--- config.mk ---
export PLATFORM = sky130hd
export DESIGN_NAME = wheel_presieve_mask_gen
export DESIGN_NICKNAME = d
export VERILOG_FILES = /design/src/hdl/wpm_pkg.sv /design/src/hdl/wheel_presieve_mask_gen.sv /design/src/hdl/wpm_front.sv /design/src/hdl/wpm_queue.sv /design/src/hdl/wpm_back.sv
export VERILOG_INCLUDE_DIRS = /design/src /design/src/hdl
export SDC_FILE = /design/constraint.sdc
export NUM_CORES = 1
export LEC_CHECK = 0
export ABC_AREA = 1
export BUFFER_PORTS_ARGS = -buffer_cell sky130_fd_sc_hd__buf_2
export CAP_MARGIN = 10
export CORE_AREA = 2 2 158 160
export CTS_BUF_LIST = sky130_fd_sc_hd__clkbuf_4 sky130_fd_sc_hd__clkbuf_8 sky130_fd_sc_hd__clkbuf_16
export DETAILED_ROUTE_END_ITERATION = 12
export DIE_AREA = 0 0 160 162
export PLACE_DENSITY = 0.83
export SYNTH_ARGS = -nofsm -noshare
export SYNTH_HDL_FRONTEND = slang
export SYNTH_HIERARCHICAL = 1
export SYNTH_SLANG_ARGS = --single-unit
--- constraint.sdc ---
create_clock -name i_clk -period 11.46 [get_ports i_clk]
set_clock_uncertainty 0.2 [all_clocks]
set_input_delay 0 -clock i_clk [delete_from_list [all_inputs] [get_ports i_clk]]
set_output_delay 0 -clock i_clk [all_outputs]
set_load 0.005 [all_outputs]
--- src/hdl/wheel_presieve_mask_gen_macros.svh ---
// ----------------------------------------------------------------------------
// Assertion macros for the wheel presieve mask generator
// Shared helpers that wrap a clocked implication with reset masking.
// ----------------------------------------------------------------------------
`ifndef WHEEL_PRESIEVE_MASK_GEN_MACROS_SVH
`define WHEEL_PRESIEVE_MASK_GEN_MACROS_SVH

// same-cycle implication, checked on i_clk, masked while i_rst_n is low
`define WPM_ASSERT_NOW(lbl, ante, cons, msg) \
    lbl: assert property (@(posedge i_clk) disable iff (!i_rst_n) \
        (ante) |-> (cons)) else $error(msg);

// next-cycle implication, checked on i_clk, masked while i_rst_n is low
`define WPM_ASSERT_NEXT(lbl, ante, cons, msg) \
    lbl: assert property (@(posedge i_clk) disable iff (!i_rst_n) \
        (ante) |=> (cons)) else $error(msg);

`endif

--- src/hdl/wpm_pkg.sv ---
// ----------------------------------------------------------------------------
// wpm_pkg
// Types, constants and small residue helpers for the presieve mask generator.
// ----------------------------------------------------------------------------
`default_nettype none

package wpm_pkg;

    // word geometry
    localparam int WORD_BITS    = 64;
    localparam int MAX_WORDS    = 64;
    localparam int DEF_MAX_BITS = 4096;
    localparam int COUNT_W      = 13;
    localparam int INDEX_W      = 6;

    // start value is reduced this many bits per cycle, MSB first
    localparam int DIGIT_BITS   = 4;
    localparam int START_W      = 64;
    localparam int DIGITS       = START_W / DIGIT_BITS;
    localparam int DIGIT_CNT_W  = $clog2(DIGITS);

    // queue between front and back
    localparam int QDEPTH       = 2;
    localparam int QPTR_W       = $clog2(QDEPTH);
    localparam int QCNT_W       = $clog2(QDEPTH + 1);

    // wheel selector codes (unused code acts as the 30 wheel)
    localparam logic [1:0] SEL_30   = 2'd0;
    localparam logic [1:0] SEL_210  = 2'd1;
    localparam logic [1:0] SEL_1155 = 2'd2;

    // residue advance per word: 2 * WORD_BITS mod p
    localparam logic [3:0] ADV3  = 4'((2 * WORD_BITS) % 3);
    localparam logic [3:0] ADV5  = 4'((2 * WORD_BITS) % 5);
    localparam logic [3:0] ADV7  = 4'((2 * WORD_BITS) % 7);
    localparam logic [3:0] ADV11 = 4'((2 * WORD_BITS) % 11);

    // one classified item handed from front to back
    typedef struct packed {
        logic               parity;
        logic [1:0]         sel;
        logic [1:0]         r3;
        logic [2:0]         r5;
        logic [2:0]         r7;
        logic [3:0]         r11;
        logic [COUNT_W-1:0] count;
    } t_job;

    // (2r + b) mod p for r < p <= 11
    function automatic logic [3:0] dbl_mod(input logic [3:0] r, input logic b,
                                           input logic [3:0] p);
        logic [4:0] t;
        t = {r, b};
        if (t >= {1'b0, p}) begin
            t = t - {1'b0, p};
        end
        return t[3:0];
    endfunction

    // (a + c) mod p for a, c < p <= 11
    function automatic logic [3:0] add_mod(input logic [3:0] a, input logic [3:0] c,
                                           input logic [3:0] p);
        logic [4:0] s;
        s = {1'b0, a} + {1'b0, c};
        if (s >= {1'b0, p}) begin
            s = s - {1'b0, p};
        end
        return s[3:0];
    endfunction

endpackage

`default_nettype wire

--- src/hdl/wheel_presieve_mask_gen.sv ---
// ----------------------------------------------------------------------------
// wheel_presieve_mask_gen
// Presieve mask words for the progression start, start+2, ... against the
// wheel modulus 30, 210 or 1155.
//
//   channel   dir   handshake            payload
//   input     in    i_valid / o_stall    i_start_value, i_bit_count
//   output    out   o_valid / i_stall    o_mask_word, o_word_index, o_last_word
//   config    in    i_cfg_we             i_cfg_data (wheel select)
//
// Front reduces the start value 4 bits a cycle, then hands the job on
// from its push state; it takes the next item while the back works.
// Back emits one word per cycle while not stalled, ceil(count/64) words,
// and pops the next job only once the last word of a job is loaded.
// Synchronous active-low reset; no clearing pass. An output stall holds
// the word register and backs up through a two-entry job queue.
// ----------------------------------------------------------------------------
`default_nettype none

module wheel_presieve_mask_gen #(
    parameter int MAX_BITS = wpm_pkg::DEF_MAX_BITS
) (
    input  wire                            i_clk,
    input  wire                            i_rst_n,
    input  wire                            i_cfg_we,
    input  wire  [1:0]                     i_cfg_data,
    input  wire                            i_valid,
    output logic                           o_stall,
    input  wire  [wpm_pkg::START_W-1:0]    i_start_value,
    input  wire  [wpm_pkg::COUNT_W-1:0]    i_bit_count,
    output logic                           o_valid,
    input  wire                            i_stall,
    output logic [wpm_pkg::WORD_BITS-1:0]  o_mask_word,
    output logic [wpm_pkg::INDEX_W-1:0]    o_word_index,
    output logic                           o_last_word
);

    logic          w_push;
    logic          w_full;
    logic          w_pop;
    logic          w_nonempty;
    wpm_pkg::t_job w_front_job;
    wpm_pkg::t_job w_back_job;

    // classify and reduce
    wpm_front #(
        .MAX_BITS (MAX_BITS)
    ) u_front (
        .i_clk         (i_clk),
        .i_rst_n       (i_rst_n),
        .i_cfg_we      (i_cfg_we),
        .i_cfg_data    (i_cfg_data),
        .i_valid       (i_valid),
        .o_stall       (o_stall),
        .i_start_value (i_start_value),
        .i_bit_count   (i_bit_count),
        .o_push        (w_push),
        .o_job         (w_front_job),
        .i_full        (w_full)
    );

    // job queue
    wpm_queue u_queue (
        .i_clk      (i_clk),
        .i_rst_n    (i_rst_n),
        .i_push     (w_push),
        .i_job      (w_front_job),
        .o_full     (w_full),
        .i_pop      (w_pop),
        .o_nonempty (w_nonempty),
        .o_job      (w_back_job)
    );

    // word generation
    wpm_back u_back (
        .i_clk        (i_clk),
        .i_rst_n      (i_rst_n),
        .i_nonempty   (w_nonempty),
        .i_job        (w_back_job),
        .o_pop        (w_pop),
        .o_valid      (o_valid),
        .i_stall      (i_stall),
        .o_mask_word  (o_mask_word),
        .o_word_index (o_word_index),
        .o_last_word  (o_last_word)
    );

endmodule

`default_nettype wire

--- src/hdl/wpm_front.sv ---
// ----------------------------------------------------------------------------
// wpm_front
// Accepts items, clamps the count and reduces the start value to its
// residues mod 3, 5, 7 and 11, four bits per cycle, then hands a job on.
// ----------------------------------------------------------------------------
`default_nettype none

module wpm_front #(
    parameter int MAX_BITS = wpm_pkg::DEF_MAX_BITS
) (
    input  wire                          i_clk,
    input  wire                          i_rst_n,
    input  wire                          i_cfg_we,
    input  wire  [1:0]                   i_cfg_data,
    input  wire                          i_valid,
    output logic                         o_stall,
    input  wire  [wpm_pkg::START_W-1:0]  i_start_value,
    input  wire  [wpm_pkg::COUNT_W-1:0]  i_bit_count,
    output logic                         o_push,
    output wpm_pkg::t_job                o_job,
    input  wire                          i_full
);

    localparam int HARD_BOUND = wpm_pkg::MAX_WORDS * wpm_pkg::WORD_BITS;
    localparam int BOUND      = (MAX_BITS < HARD_BOUND) ? MAX_BITS : HARD_BOUND;
    localparam logic [wpm_pkg::COUNT_W-1:0] BOUND_C = wpm_pkg::COUNT_W'(BOUND);
    localparam logic [wpm_pkg::DIGIT_CNT_W-1:0] LAST_DIGIT =
        wpm_pkg::DIGIT_CNT_W'(wpm_pkg::DIGITS - 1);

    typedef enum logic [1:0] {
        ST_IDLE,
        ST_RUN,
        ST_PUSH
    } t_state;

    t_state                          r_state;
    logic [1:0]                      r_wheel_select;
    logic [wpm_pkg::START_W-1:0]     r_shift;
    logic [wpm_pkg::DIGIT_CNT_W-1:0] r_digit;
    wpm_pkg::t_job                   r_job;

    logic                            w_accept;
    logic [wpm_pkg::COUNT_W-1:0]     w_count;
    logic [3:0]                      n_r3, n_r5, n_r7, n_r11;

    assign w_accept = i_valid && (r_state == ST_IDLE);
    assign w_count  = (i_bit_count > BOUND_C) ? BOUND_C : i_bit_count;

    // four chained doubling steps per cycle on the top digit
    always_comb begin
        n_r3  = {2'b00, r_job.r3};
        n_r5  = {1'b0, r_job.r5};
        n_r7  = {1'b0, r_job.r7};
        n_r11 = r_job.r11;
        for (int k = 0; k < wpm_pkg::DIGIT_BITS; k++) begin
            n_r3  = wpm_pkg::dbl_mod(n_r3,  r_shift[wpm_pkg::START_W-1-k], 4'd3);
            n_r5  = wpm_pkg::dbl_mod(n_r5,  r_shift[wpm_pkg::START_W-1-k], 4'd5);
            n_r7  = wpm_pkg::dbl_mod(n_r7,  r_shift[wpm_pkg::START_W-1-k], 4'd7);
            n_r11 = wpm_pkg::dbl_mod(n_r11, r_shift[wpm_pkg::START_W-1-k], 4'd11);
        end
    end

    // control and datapath registers
    always_ff @(posedge i_clk) begin
        if (!i_rst_n) begin
            r_state        <= ST_IDLE;
            r_wheel_select <= wpm_pkg::SEL_30;
            r_digit        <= '0;
        end else begin
            if (i_cfg_we) begin
                r_wheel_select <= i_cfg_data;
            end
            unique case (r_state)
                ST_IDLE: begin
                    if (w_accept && (w_count != '0)) begin
                        r_state      <= ST_RUN;
                        r_digit      <= '0;
                        r_shift      <= i_start_value;
                        r_job.parity <= i_start_value[0];
                        r_job.sel    <= r_wheel_select;
                        r_job.count  <= w_count;
                        r_job.r3     <= '0;
                        r_job.r5     <= '0;
                        r_job.r7     <= '0;
                        r_job.r11    <= '0;
                    end
                end
                ST_RUN: begin
                    r_job.r3  <= n_r3[1:0];
                    r_job.r5  <= n_r5[2:0];
                    r_job.r7  <= n_r7[2:0];
                    r_job.r11 <= n_r11;
                    r_shift   <= r_shift << wpm_pkg::DIGIT_BITS;
                    r_digit   <= r_digit + 1'b1;
                    if (r_digit == LAST_DIGIT) begin
                        r_state <= ST_PUSH;
                    end
                end
                ST_PUSH: begin
                    if (!i_full) begin
                        r_state <= ST_IDLE;
                    end
                end
                default: r_state <= ST_IDLE;
            endcase
        end
    end

    assign o_stall = (r_state != ST_IDLE);
    assign o_push  = (r_state == ST_PUSH) && !i_full;
    assign o_job   = r_job;

endmodule

`default_nettype wire

--- src/hdl/wpm_queue.sv ---
// ----------------------------------------------------------------------------
// wpm_queue
// Short job queue in flip-flops between the front and the back.
// ----------------------------------------------------------------------------
`default_nettype none

module wpm_queue (
    input  wire                  i_clk,
    input  wire                  i_rst_n,
    input  wire                  i_push,
    input  wpm_pkg::t_job        i_job,
    output logic                 o_full,
    input  wire                  i_pop,
    output logic                 o_nonempty,
    output wpm_pkg::t_job        o_job
);

    localparam logic [wpm_pkg::QCNT_W-1:0] DEPTH_C = wpm_pkg::QCNT_W'(wpm_pkg::QDEPTH);

    wpm_pkg::t_job                 r_mem [wpm_pkg::QDEPTH];
    logic [wpm_pkg::QPTR_W-1:0]    r_wr_ptr;
    logic [wpm_pkg::QPTR_W-1:0]    r_rd_ptr;
    logic [wpm_pkg::QCNT_W-1:0]    r_cnt;

    // entry storage
    always_ff @(posedge i_clk) begin
        if (i_push) begin
            r_mem[r_wr_ptr] <= i_job;
        end
    end

    // pointers and fill level
    always_ff @(posedge i_clk) begin
        if (!i_rst_n) begin
            r_wr_ptr <= '0;
            r_rd_ptr <= '0;
            r_cnt    <= '0;
        end else begin
            if (i_push) begin
                r_wr_ptr <= r_wr_ptr + 1'b1;
            end
            if (i_pop) begin
                r_rd_ptr <= r_rd_ptr + 1'b1;
            end
            if (i_push && !i_pop) begin
                r_cnt <= r_cnt + 1'b1;
            end else if (!i_push && i_pop) begin
                r_cnt <= r_cnt - 1'b1;
            end
        end
    end

    assign o_full     = (r_cnt == DEPTH_C);
    assign o_nonempty = (r_cnt != '0);
    assign o_job      = r_mem[r_rd_ptr];

endmodule

`default_nettype wire

--- src/hdl/wpm_back.sv ---
// ----------------------------------------------------------------------------
// wpm_back
// Expands one job into mask words, one word per cycle, into an output
// register that holds while the consumer stalls.
// ----------------------------------------------------------------------------
`default_nettype none

`include "wheel_presieve_mask_gen_macros.svh"

module wpm_back (
    input  wire                            i_clk,
    input  wire                            i_rst_n,
    input  wire                            i_nonempty,
    input  wpm_pkg::t_job                  i_job,
    output logic                           o_pop,
    output logic                           o_valid,
    input  wire                            i_stall,
    output logic [wpm_pkg::WORD_BITS-1:0]  o_mask_word,
    output logic [wpm_pkg::INDEX_W-1:0]    o_word_index,
    output logic                           o_last_word
);

    localparam logic [wpm_pkg::COUNT_W-1:0] WORD_C = wpm_pkg::COUNT_W'(wpm_pkg::WORD_BITS);

    logic                           r_busy;
    logic                           r_parity;
    logic [1:0]                     r_sel;
    logic [1:0]                     r_r3;
    logic [2:0]                     r_r5;
    logic [2:0]                     r_r7;
    logic [3:0]                     r_r11;
    logic [wpm_pkg::COUNT_W-1:0]    r_rem;
    logic [wpm_pkg::INDEX_W-1:0]    r_word;
    logic                           r_valid;
    logic [wpm_pkg::WORD_BITS-1:0]  r_mask;
    logic [wpm_pkg::INDEX_W-1:0]    r_index;
    logic                           r_last;

    logic                           w_load;
    logic                           w_last;
    logic                           w_use2, w_use7, w_use11;
    logic [wpm_pkg::WORD_BITS-1:0]  w_mask;
    logic [3:0]                     w_adv3, w_adv5, w_adv7, w_adv11;

    assign o_pop  = !r_busy && i_nonempty;
    assign w_load = r_busy && (!r_valid || !i_stall);
    assign w_last = (r_rem <= WORD_C);

    // which small primes divide the selected modulus
    assign w_use2  = (r_sel != wpm_pkg::SEL_1155);
    assign w_use7  = (r_sel == wpm_pkg::SEL_210) || (r_sel == wpm_pkg::SEL_1155);
    assign w_use11 = (r_sel == wpm_pkg::SEL_1155);

    // one lane per bit: residues of start + 2b, then the coprimality test
    for (genvar b = 0; b < wpm_pkg::WORD_BITS; b++) begin : g_lane
        localparam logic [3:0] C3  = 4'((2 * b) % 3);
        localparam logic [3:0] C5  = 4'((2 * b) % 5);
        localparam logic [3:0] C7  = 4'((2 * b) % 7);
        localparam logic [3:0] C11 = 4'((2 * b) % 11);
        logic [3:0] m3, m5, m7, m11;
        assign m3  = wpm_pkg::add_mod({2'b00, r_r3}, C3, 4'd3);
        assign m5  = wpm_pkg::add_mod({1'b0, r_r5}, C5, 4'd5);
        assign m7  = wpm_pkg::add_mod({1'b0, r_r7}, C7, 4'd7);
        assign m11 = wpm_pkg::add_mod(r_r11, C11, 4'd11);
        assign w_mask[b] = (r_rem > wpm_pkg::COUNT_W'(b)) &&
                           ((w_use2 && !r_parity) || (m3 == '0) || (m5 == '0) ||
                            (w_use7 && (m7 == '0)) || (w_use11 && (m11 == '0)));
    end

    // residues after one full word
    assign w_adv3  = wpm_pkg::add_mod({2'b00, r_r3}, wpm_pkg::ADV3, 4'd3);
    assign w_adv5  = wpm_pkg::add_mod({1'b0, r_r5}, wpm_pkg::ADV5, 4'd5);
    assign w_adv7  = wpm_pkg::add_mod({1'b0, r_r7}, wpm_pkg::ADV7, 4'd7);
    assign w_adv11 = wpm_pkg::add_mod(r_r11, wpm_pkg::ADV11, 4'd11);

    // job registers and output register
    always_ff @(posedge i_clk) begin
        if (!i_rst_n) begin
            r_busy  <= 1'b0;
            r_valid <= 1'b0;
            r_rem   <= '0;
            r_word  <= '0;
        end else begin
            if (o_pop) begin
                r_busy   <= 1'b1;
                r_parity <= i_job.parity;
                r_sel    <= i_job.sel;
                r_r3     <= i_job.r3;
                r_r5     <= i_job.r5;
                r_r7     <= i_job.r7;
                r_r11    <= i_job.r11;
                r_rem    <= i_job.count;
                r_word   <= '0;
            end else if (w_load) begin
                r_r3   <= w_adv3[1:0];
                r_r5   <= w_adv5[2:0];
                r_r7   <= w_adv7[2:0];
                r_r11  <= w_adv11;
                r_word <= r_word + 1'b1;
                if (w_last) begin
                    r_busy <= 1'b0;
                    r_rem  <= '0;
                end else begin
                    r_rem <= r_rem - WORD_C;
                end
            end
            if (w_load) begin
                r_valid <= 1'b1;
                r_mask  <= w_mask;
                r_index <= r_word;
                r_last  <= w_last;
            end else if (!i_stall) begin
                r_valid <= 1'b0;
            end
        end
    end

    assign o_valid      = r_valid;
    assign o_mask_word  = r_mask;
    assign o_word_index = r_index;
    assign o_last_word  = r_last;

    // checks
    `WPM_ASSERT_NOW(a_busy_has_bits, r_busy, r_rem != '0, "busy with no bits left")
    `WPM_ASSERT_NEXT(a_last_ends_job, w_load && w_last, !r_busy, "job still busy after last word")
    `WPM_ASSERT_NEXT(a_index_steps, w_load && !w_last, r_word == $past(r_word) + 1'b1, "word index did not step")

endmodule

`default_nettype wire

==> results.yml, run 1 <==
sta:
  setup_violations: 0
  rsz0062_at_grt: "false"
  maxSlewViolCount: 0
  relSlewSlack_pct: 27.1
  fmax_mhz: 225
  max_slew.worst_pin.slew_ns: 1.09
  fin_tns_setup_ns: 0
  period_minus_slack_ns: 4.45
  layout_setup_ws_ns: 7.01
  finalCritPeriodShare_pct: 38.8
  hold_viol_final: 0
finish:
  fin_cells: 2320
  area_delta_synth_final_pct: 18.1
  fill_cells: 1558
  multi_input_area_sq_um: 6920
  drive_gt1_share_pct: 17.3
  final_cell_mix: "479 x nand2_1, 234 x edfxtp_1, 183 x nor2_1"
  final_cell_area_sq_um: 18400
  final_common_cell: "nand2_1"
  final_nets: 2129
  regArea_sq_um: 7710
  n_antenna_cell: 0
power_and_ir_drop:
  p_leak_nw: 8.19
  p_comb_share_pct: 53.7
  p_int_mw: 2.89
  power_density_nw_per_um2: 293
  switching_power_mw: 2.50
  switching_share_pct: 46.4
  ir_worst_vdd_mv: 0.184
  pwr-share-seq_pct: 28.5
  p_clk_share_pct: 17.8
clock_tree:
  clk_pin_slew_ns: 0.07
  clock_latency_ns: 0.56
  cts_setup_buffers: 0
  htree_levels: 1
  cts_resized: 0
  cts_root_buffer: "clkbuf_16"
  ctsLongestPathBuffers: 3
  tritoncts: "built"
  cts_made_buffers: 27
  cts_sinks: 268
place:
  io_buffers: 156
  dpl_worst_slack_ns: 7.30
  dp_cells: 2182
  placed_area_sq_um: 16600
  place_congestion: 1.01
  dp_hpwl_um: 28100
die:
  dieArea_sq_um: 25900
  pin_count: 157
  core_sq_um: 24100
  rows: 57
  die_h_um: 162
  fp.dieW_um: 160
  initial_core_util_pct: 64.7
synthesis:
  synthArstFlopShare_pct: 0
  syn_area_per_cell_sq_um: 8.96
  ys_seq_area_share_pct: 49.4
  synthDistinctLibCells: 68
  synthesis.instances: 1740
  ys_ff_latch: 268
  synthFlopType: "edfxtp_1"
  synth_edf_count: 234
  synth_area_sq_um: 15600
  synth_warnings: 6
  synth_nets: 1894
routing:
  viasPerCell: 5.98
  dr.pass1.iters: 6
  num_vias: 13900
  ant_nets: 0
  drt_wl_total_um: 46300
  drc: 0
  drt_iter0_drc: 1642
  wl_per_cell_um: 19.9
job:
  max_cap_violations: 0
status:
  status: "completed"
setup_path:
  crit_path_frequent_cell: "nand2_1"
  worst-r2r-setup-slack_ns: 7.01
  r2r_cells: 22
  critPathCaptureType: "flop"
  r2r_end: "u_front/o_job[23]"
  cp_cell_sequence: "ha_1, nor2_2, xor2_2, ha_1, a211oi_1, nand2_1, nand2_4, xor2_1, ha_1, inv_1, nand2_1, nor2_2, nand2_1, nand2_1, nand2_1, inv_1, ha_1, o21bai_1, inv_1, nand2_1, o21ai_0, nor2_1"
  path_class: "flop to flop"
  cpMaxStageDelayCell: "edfxtp_1"
  arrival_ns: 4.55
  worst_ep_required_time_ns: 11.56
  max_stage_delay_ns: 0.60
  startpoint_type: "flop"
  crit_fanout: 11
  r2r_start: "u_front/r_shift[63]"
grt:
  grt_pass1_vias: 13500
  track_usage_pct: 35.2
  grt_pass1_wl_um: 72200
  grt_start_max_net_pins: 81
  grt_overflow: 0
  grt_antenna_before_repair: 0
hold_path:
  hold_path_class: "input pin to flop"
  hp-start: "i_start_value[19]"
  min_to: "u_front/r_shift[19]"
  whs_path_depth: 4
worst max-delay path: cells and delay by family (launching register included):
kind	cells	cell delay, ns
buffers and inverters	3	0.20
and+or+nand+nor	10	1.11
xor gates and xnor gates	2	0.46
AOI/OAI and AO/OA	3	0.59
DFF	1	0.60
adders and majority gates	4	1.04
metal layers:
metal	wire, um	up-vias	GRT usage, %
met5	0	-	0
met4	2800	0	17.7
met3	4030	244	5.01
met2	22800	1018	63.2
met1	16600	6327	41.7
li1	-	6296	-
power by group through the flow:
stage	clock [mW]	combinational [mW]	sequential [mW]
6_report	0.961	2.90	1.54
5_1_grt	0.998	3.19	1.55
4_1_cts	0.950	2.78	1.52
3_5_place_dp	0	2.73	1.54
3_3_place_gp	0	2.65	1.53
2_1_floorplan	0	2.12	1.49
final cells by class:
cell class	count	area share, %
clock buffer	34	4.02
clock inverter	16	1.20
inverter	191	3.90
multi-input combinational	1237	37.6
sequential	268	41.9
tap	324	2.20
timing repair buffer	250	9.27
cell usage after synthesis (5+ instances only):
library cell | count | area share, %
nand2_1 | 479 | 12
edfxtp_1 | 234 | 45
nor2_1 | 187 | 4.5
inv_1 | 180 | 4.3
o21ai_0 | 83 | 2.7
nand3_1 | 80 | 2.6
a21oi_1 | 71 | 2.3
ha_1 | 69 | 5.5
dfxtp_1 | 34 | 4.4
a31oi_1 | 32 | 1.3
nand2_2 | 25 | 1.0
mux2_4 | 20 | 1.9
clkbuf_1 | 18 | 0.43
nand4_1 | 16 | 0.64
xor2_1 | 15 | 0.84
nand2_4 | 13 | 0.94
buf_2 | 11 | 0.35
nand3_2 | 11 | 0.71
nor2_2 | 11 | 0.44
nor3_1 | 9 | 0.29
o22ai_1 | 9 | 0.36
mux2_2 | 8 | 0.58
o21ai_2 | 8 | 0.45
xnor2_1 | 8 | 0.45
xor2_2 | 7 | 0.73
a22oi_1 | 6 | 0.29
buf_6 | 6 | 0.43
inv_2 | 6 | 0.14
a21boi_1 | 5 | 0.24
buf_4 | 5 | 0.24
o211ai_1 | 5 | 0.24
cell families after synthesis:
family                   after synthesis  synth area share [%]
multiplexers                          28                  2.50
adder cells (fa/ha/maj)               70                  5.67
AO/OA/AOI/OAI                        254                  9.73
buffers and inverters                235                  6.37
XOR/XNOR                              32                  2.30
flip-flops                           268                  49.4
AND/OR/NAND/NOR                      853                  24.0
flip-flops by register name, indices dropped and copies added (netlist names), 2 cells and up, named ones only:
signal,flops
u_back/o_mask_word,64
u_back/o_word_index,6
u_back/r_r11,4
u_back/r_r3,2
u_back/r_r5,3
u_back/r_r7,3
u_back/r_rem,13
u_back/r_sel,2
u_back/r_word,6
u_front/o_job,28
u_front/r_digit,4
u_front/r_shift,64
u_front/r_state,2
u_front/r_wheel_select,2
u_queue/r_cnt,2
u_queue/r_mem,56
stage by stage:
step	hold WS [ns]	utilization, %	power, mW
5_1_grt	0.0690	76.4	5.74
3_5_place_dp	0.00628	68.7	4.27
3_3_place_gp	0.00632	68.7	4.18
2_1_floorplan	-0.101	-	3.61
4_1_cts	0.0159	76.4	5.25
6_report	0.0602	76.4	5.39
what timing repair did:
item                                    in CTS  in global routing
hold endpoints to repair                   121                  0
hold buffers                                88                  0
endpoints found under the setup margin       0                  0
worst max-delay path by stage:
stage | start | endpoint | slack [ns]
after floorplan | u_front/r_state[0] | u_front/o_job[13] | 6.44
after global placement | u_front/r_shift[63] | u_front/o_job[13] | 7.58
after detailed placement | u_front/r_shift[63] | u_front/o_job[23] | 7.30
after CTS | u_front/r_shift[63] | u_front/o_job[23] | 7.27
after global routing | u_front/r_shift[63] | u_front/o_job[23] | 6.77
final | u_front/r_shift[63] | u_front/o_job[23] | 7.01
(Power assumes the default switching activity.)
==> run 2: changes to the inputs <==
CORE_AREA = 2 2 165 167   (was 2 2 158 160)
DIE_AREA = 0 0 167 169   (was 0 0 160 162)
PLACE_DENSITY = 0.77   (was 0.83)
clock period = 4.6 ns   (was 11.46 ns; I/O delays follow)
==> run 2 against run 1 <==
  * Combinational power is 140% higher
  * Non-clock buffer count increased by 3
  * Cell area is essentially flat
  * First-iteration DRC count shrank 22%
  * Critical path depth up 5
  * Critical endpoint is now u_front/o_job[13]
  * Register-to-register slack worse by 6.5 ns
  * Wire length decreased by 9.7%
  * Core utilization decreased by 6.8 points
  * Highest routed layer unchanged
  * Count of clock-buffer cells in the layout rose by 9
  * Total power increased by 140%
  * Largest power group unchanged
  * Die area is 8.9% higher
==> results.yml, run 2 (synthesized netlist as in run 1, its figures left out) <==
finish:
  area_delta_synth_final_pct: 18.2
  final_nets: 2133
  final_cell_mix: "479 x nand2_1, 234 x edfxtp_1, 183 x nor2_1"
  drive_gt1_share_pct: 17.6
  final_common_cell: "nand2_1"
clock_tree:
  cts_made_buffers: 28
  clock_latency_ns: 0.56
  tritoncts: "built"
  clk_pin_slew_ns: 0.06
  htree_levels: 1
  cts_resized: 0
  cts_root_buffer: "clkbuf_16"
  cts_sinks: 268
  ctsLongestPathBuffers: 3
grt:
  grt_pass1_wl_um: 66800
  grt_overflow: 0
  grt_pass1_vias: 13100
  track_usage_pct: 29.3
  grt_antenna_before_repair: 1
  grt_start_max_net_pins: 80
routing:
  dr.pass1.iters: 7
  viasPerCell: 5.62
  num_vias: 13200
  ant_nets: 0
  wl_per_cell_um: 17.8
  drt_wl_total_um: 41700
  drc: 0
  drt_iter0_drc: 1277
die:
  dieArea_sq_um: 28200
  fp.dieW_um: 167
  pin_count: 157
  core_sq_um: 26500
  initial_core_util_pct: 58.8
  die_h_um: 169
  rows: 60
power_and_ir_drop:
  power_density_nw_per_um2: 711
  power_mw: 13.1
  p_leak_nw: 8.19
  p_comb_share_pct: 54.0
  p_int_mw: 7.05
  ir_worst_vdd_mv: 0.461
  pwr-share-seq_pct: 29.0
  switching_power_mw: 6.06
  p_clk_share_pct: 17.0
  switching_share_pct: 46.3
sta:
  fin_tns_setup_ns: 0
  relSlewSlack_pct: 27.6
  period_minus_slack_ns: 4.04
  maxSlewViolCount: 0
  rsz0062_at_grt: "false"
  finalCritPeriodShare_pct: 87.9
  setup_violations: 0
  fmax_mhz: 247
  hold_viol_final: 0
  max_slew.worst_pin.slew_ns: 1.08
setup_path:
  critPathTopFamily: "simple AND/OR/NAND/NOR gates"
  critPathCaptureType: "flop"
  startpoint_type: "flop"
  worst_ep_required_time_ns: 4.71
  path_class: "flop to flop"
  max_stage_delay_ns: 0.43
  arrival_ns: 4.16
  timing.critical_path.buf_inv: 3
  cpMaxStageDelayCell: "edfxtp_1"
  crit_fanout: 7
place:
  io_buffers: 156
  dp_hpwl_um: 27800
  place_congestion: 1.02
job:
  max_cap_violations: 0
status:
  status: "completed"
hold_path:
  hold_path_class: "input pin to flop"
-- run 2: cell count changes in the layout (fill, tap and decap cells not counted), moves of 2 or more --
cell	delta
clkbuf_8	+3
clkinv_4	+2
clkbuf_4	+5
buf_4	+2
clkinv_2	-2
clkinv_1	-3
bufinv_16	-5
-- run 2: layout make-up --
type,count,area (sq um)
Fill cell,1922,8070
Sequential cell,268,7710
Multi-Input combinational cell,1237,6920
Timing Repair Buffer,253,1730
Clock buffer,43,845
Inverter,191,718
Tap cell,341,427
Clock inverter,9,85.1
Antenna cell,1,2.50
-- run 2: power by group through the flow --
stage,sequential (mW),clock [mW],combinational (mW)
after floorplan,3.70,0,5.29
after global placement,3.82,0,6.59
after detailed placement,3.85,0,6.78
after CTS,3.80,2.24,6.90
after global routing,3.86,2.34,7.83
final,3.81,2.23,7.08
-- run 2: metrics by stage --
stage | std cells | util [%] | hold slack [ns] | instance area, sq um | setup slack (ns)
final | 2343 | 69.6 | 0.0202 | 18400 | 0.555
after global routing | 2343 | 69.6 | 0.0313 | 18400 | 0.157
after CTS | 2340 | 69.5 | 0.00854 | 18400 | 0.400
after detailed placement | 2199 | 62.6 | 0.0165 | 16600 | 0.437
after global placement | 2199 | 62.6 | 0.00681 | 16600 | 0.696
after floorplan | 1740 | - | -0.101 | 15600 | 0.407
-- run 2: repair_timing --
item	CTS	global route
endpoints found under the hold margin	126	0
setup endpoints to repair	0	1
hold buffers	89	0
setup buffers	0	2
-- run 2: per-layer routing --
layer / part of all wire, % / track usage, % / wire length [um] / vias up
li1: - / - / - / 6305
met1: 38 / 35.0 / 16000 / 6072
met2: 50 / 52.8 / 21000 / 659
met3: 7.0 / 4.28 / 2920 / 142
met4: 4.5 / 12.6 / 1880 / 0
met5: 0 / 0 / 0 / -
-- run 2: final timing paths --
check	depth (start not counted)	to	slack, ns	startpoint
setup / recovery	27	u_front/o_job[13]	0.56	u_front/r_shift[63]
hold / removal	2	u_front/o_job[12]	0.02	i_bit_count[12]
hold reg to reg	0	u_front/o_job[25]	0.24	u_front/r_wheel_select[0]
setup reg to reg	27	u_front/o_job[13]	0.56	u_front/r_shift[63]
-- run 2: worst register-to-register path, cell delays in order, from the launching register on --
cell and delay (ns):
edfxtp_1 0.43, buf_4 0.20, ha_1 0.21, nor2_1 0.11
nand2_2 0.07, nand2_4 0.09, nand3_1 0.08, and2_4 0.18
ha_1 0.17, inv_1 0.08, nand3_1 0.12, a21oi_4 0.17
nand3_1 0.12, nand2_1 0.11, inv_1 0.05, ha_1 0.22
nor2_4 0.14, nand2_2 0.07, nand2_4 0.08, nand2_4 0.06
nand2_1 0.08, and2_1 0.16, ha_1 0.18, nand3_1 0.10
nand3_2 0.11, nand2_1 0.05, nand2_1 0.08, nor2_1 0.05
==> run 3: changes to the inputs <==
ABC_AREA = default   (was 1)
clock period = 3.95 ns   (was 4.6 ns; I/O delays follow)
==> run 3 against run 2 <==
  * The flow now finishes with violations (setup timing)
  * Global-route usage up 1.7 points
  * Sequential cell count unchanged
  * Wire length up 14%
  * Area after synthesis down 0.17%
  * Register-to-register slack worse by 0.72 ns
  * Setup slack worse by 0.72 ns
  * Worst hold slack better by 0.030 ns
  * Cell area up 6.7%
  * Die area unchanged
  * Sequential power up 11%
  * First-iteration DRC count up 18%
  * Via count up 7.0%
==> results.yml, run 3 <==
status:
  status: "complete, but fails checks"
  violations: "setup timing"
routing:
  ant_nets: 0
  dr.pass1.iters: 5
  num_vias: 14100
  wl_per_cell_um: 21.5
  drt_iter0_drc: 1504
  viasPerCell: 6.39
  drc: 0
  drt_wl_total_um: 47400
place:
  placed_area_sq_um: 17100
  place_congestion: 0.965
  io_buffers: 156
  dp_hpwl_um: 27900
synthesis:
  synth_top_area_cell: "edfxtp_1"
  ys_ff_latch: 268
  ys_seq_area_share_pct: 49.5
  synthDistinctLibCells: 109
  synth_common_cells: "275 x nand2_1, 234 x edfxtp_1, 97 x nor2_1, 74 x a21oi_1, 69 x ha_1"
  synthArstFlopShare_pct: 0
  syn_area_per_cell_sq_um: 10.2
  synth_area_sq_um: 15600
  synth_edf_count: 234
  synth_warnings: 6
  synthMostInstantiatedCell: "nand2_1"
  synthesis.instances: 1529
  synth_nets: 1683
  synth_area_leaders: "edfxtp_1 45%, nand2_1 6.6%, ha_1 5.5%, dfxtp_1 4.4%, a31oi_1 2.5%"
  synthFlopType: "edfxtp_1"
  synth.top_cell.area_share_pct: 45.1
finish:
  final_cell_area_sq_um: 19700
  final_cell_mix: "275 x nand2_1, 234 x edfxtp_1, 156 x buf_2"
  fill_cells: 1683
  drive_gt1_share_pct: 25.4
  fin_util_pct: 74.2
  n_antenna_cell: 0
  final_common_cell: "nand2_1"
  final_nets: 1997
  area_delta_synth_final_pct: 26.3
setup_path:
  critPathCaptureType: "flop"
  r2r_cells: 15
  path_class: "flop to flop"
  crit_path_frequent_cell: "ha_4"
  cpMaxStageDelayCell: "edfxtp_1"
  critPathTopFamily: "compound AO/OA/AOI/OAI gates"
  worst_ep_required_time_ns: 4.11
  arrival_ns: 4.27
  max_stage_delay_ns: 0.52
  cp_cell_sequence: "buf_6, ha_4, or2_4, a211o_4, and2_4, ha_4, a21o_1, a32o_1, or3_4, o21ai_1, a311o_1, buf_4, nor2_2, o211a_1, a2111oi_4"
  crit_cells: 15
  timing.critical_path.buf_inv: 2
  startpoint_type: "flop"
  crit_fanout: 6
hold_path:
  hold_path_class: "input pin to flop"
  whs_path_depth: 4
die:
  pin_count: 157
  rows: 60
  dieArea_sq_um: 28200
  initial_core_util_pct: 58.7
  core_sq_um: 26500
  die_h_um: 169
  fp.dieW_um: 167
power_and_ir_drop:
  p_clk_share_pct: 19.0
  power_density_nw_per_um2: 714
  pwr-share-seq_pct: 30.1
  power_mw: 14.0
  ir_worst_vdd_mv: 0.383
  switching_power_mw: 5.86
  p_int_mw: 8.18
  switching_share_pct: 41.7
  p_leak_nw: 7.71
  p_comb_share_pct: 50.8
clock_tree:
  cts_sinks: 268
  clock_latency_ns: 0.56
  htree_levels: 1
  cts_root_buffer: "clkbuf_16"
  cts_made_buffers: 27
  clk_pin_slew_ns: 0.07
  ctsLongestPathBuffers: 3
  tritoncts: "built"
job:
  max_cap_violations: 0
grt:
  grt_pass1_vias: 13500
  grt_overflow: 0
  track_usage_pct: 31.0
  grt_start_max_net_pins: 77
  grt_pass1_wl_um: 70800
  grt_antenna_before_repair: 0
sta:
  period_minus_slack_ns: 4.11
  fmax_mhz: 243
  layout_setup_ws_ns: -0.163
  max_slew.worst_pin.slew_ns: 0.985
  whs_ns: 0.0503
  fin_tns_setup_ns: -1.14
  rsz0062_at_grt: "true"
  finalCritPeriodShare_pct: 104
  setup_violations: 10
  hold_viol_final: 0
  maxSlewViolCount: 0
  relSlewSlack_pct: 34.3
run 3: cell count changes in the layout (fill, tap and decap cells not counted), sizes merged, moves of 15 or more:
| cell | before | now |
|---|---|---|
| nand3 | 92 | 30 |
| nand2 | 517 | 276 |
| mux2i | 0 | 18 |
| o21ai | 95 | 78 |
| buf | 164 | 260 |
| nor2b | 0 | 36 |
| or2 | 1 | 16 |
| inv | 187 | 45 |
| nor2 | 202 | 103 |
| and2 | 3 | 20 |
| nor3 | 10 | 33 |
| nand2b | 0 | 15 |
| a31oi | 32 | 64 |
| xnor2 | 9 | 24 |
run 3: worst paths after layout:
kind,from,endpoint,slack (ns)
worst max-delay path,u_front/r_shift[63],u_front/o_job[13],-0.16
worst min-delay path,i_start_value[15],u_front/r_shift[15],0.05
worst max register to register,u_front/r_shift[63],u_front/o_job[13],-0.16
worst min register to register,u_front/o_job[5],u_queue/r_mem[0][5],0.25
run 3: stage by stage:
stage	std cells	setup WS (ns)
final	2205	-0.163
after global routing	2205	-0.333
after CTS	2181	-0.0314
after detailed placement	2020	-0.132
after global placement	2020	0.0242
after floorplan	1529	-0.0475
run 3: area by class of cell:
| cell class | instances | area [sq um] | area share, % |
|---|---|---|---|
| Clock buffer | 39 | 772 | 3.93 |
| Tap cell | 341 | 427 | 2.17 |
| Clock inverter | 11 | 145 | 0.738 |
| Sequential cell | 268 | 7710 | 39.2 |
| Multi-Input combinational cell | 1139 | 7820 | 39.8 |
| Timing Repair Buffer | 362 | 2620 | 13.3 |
| Inverter | 45 | 169 | 0.859 |
run 3: per-layer routing:
metal / vias up / share of wire, % / GRT usage (%) / wire [um]
met4: 0 / 5.1 / 14.5 / 2440
li1: 6291 / - / - / -
met1: 6693 / 38 / 38.0 / 17800
met3: 205 / 8.4 / 4.65 / 4000
met5: - / 0 / 0 / 0
met2: 909 / 49 / 54.1 / 23200
run 3: tightest hold or removal path, delay by kind of cell:
kind | cells | cell delay [ns]
simple gates | 2 | 0.09
buf+inv | 2 | 0.62
run 3: power groups by stage:
stage | clock network (mW) | registers, mW | logic (mW)
final | 2.67 | 4.23 | 7.14
after floorplan | 0 | 4.10 | 4.82
after global routing | 2.80 | 4.28 | 7.69
after CTS | 2.66 | 4.21 | 6.69
after detailed placement | 0 | 4.27 | 6.49
after global placement | 0 | 4.25 | 6.39
run 3: timing repair:
action,in CTS,in global routing
gates cloned,0,1
buffers inserted,10,23
setup endpoints to repair,9,12
pin swaps,14,31
gates resized for setup,20,49
hold endpoints to repair,121,0
hold buffers,101,0
run 3: logic make-up (layout without fill, tap and decap cells):
kind of cell	Yosys count	after routing	synth area share, %
buffers and inverters	122	457	3.34
and+or+nand+nor	605	605	18.8
AOI/OAI and AO/OA	373	373	16.7
muxes	52	52	3.64
xor gates and xnor gates	38	38	2.28
DFF	268	268	49.5
adders and majority gates	71	71	5.74
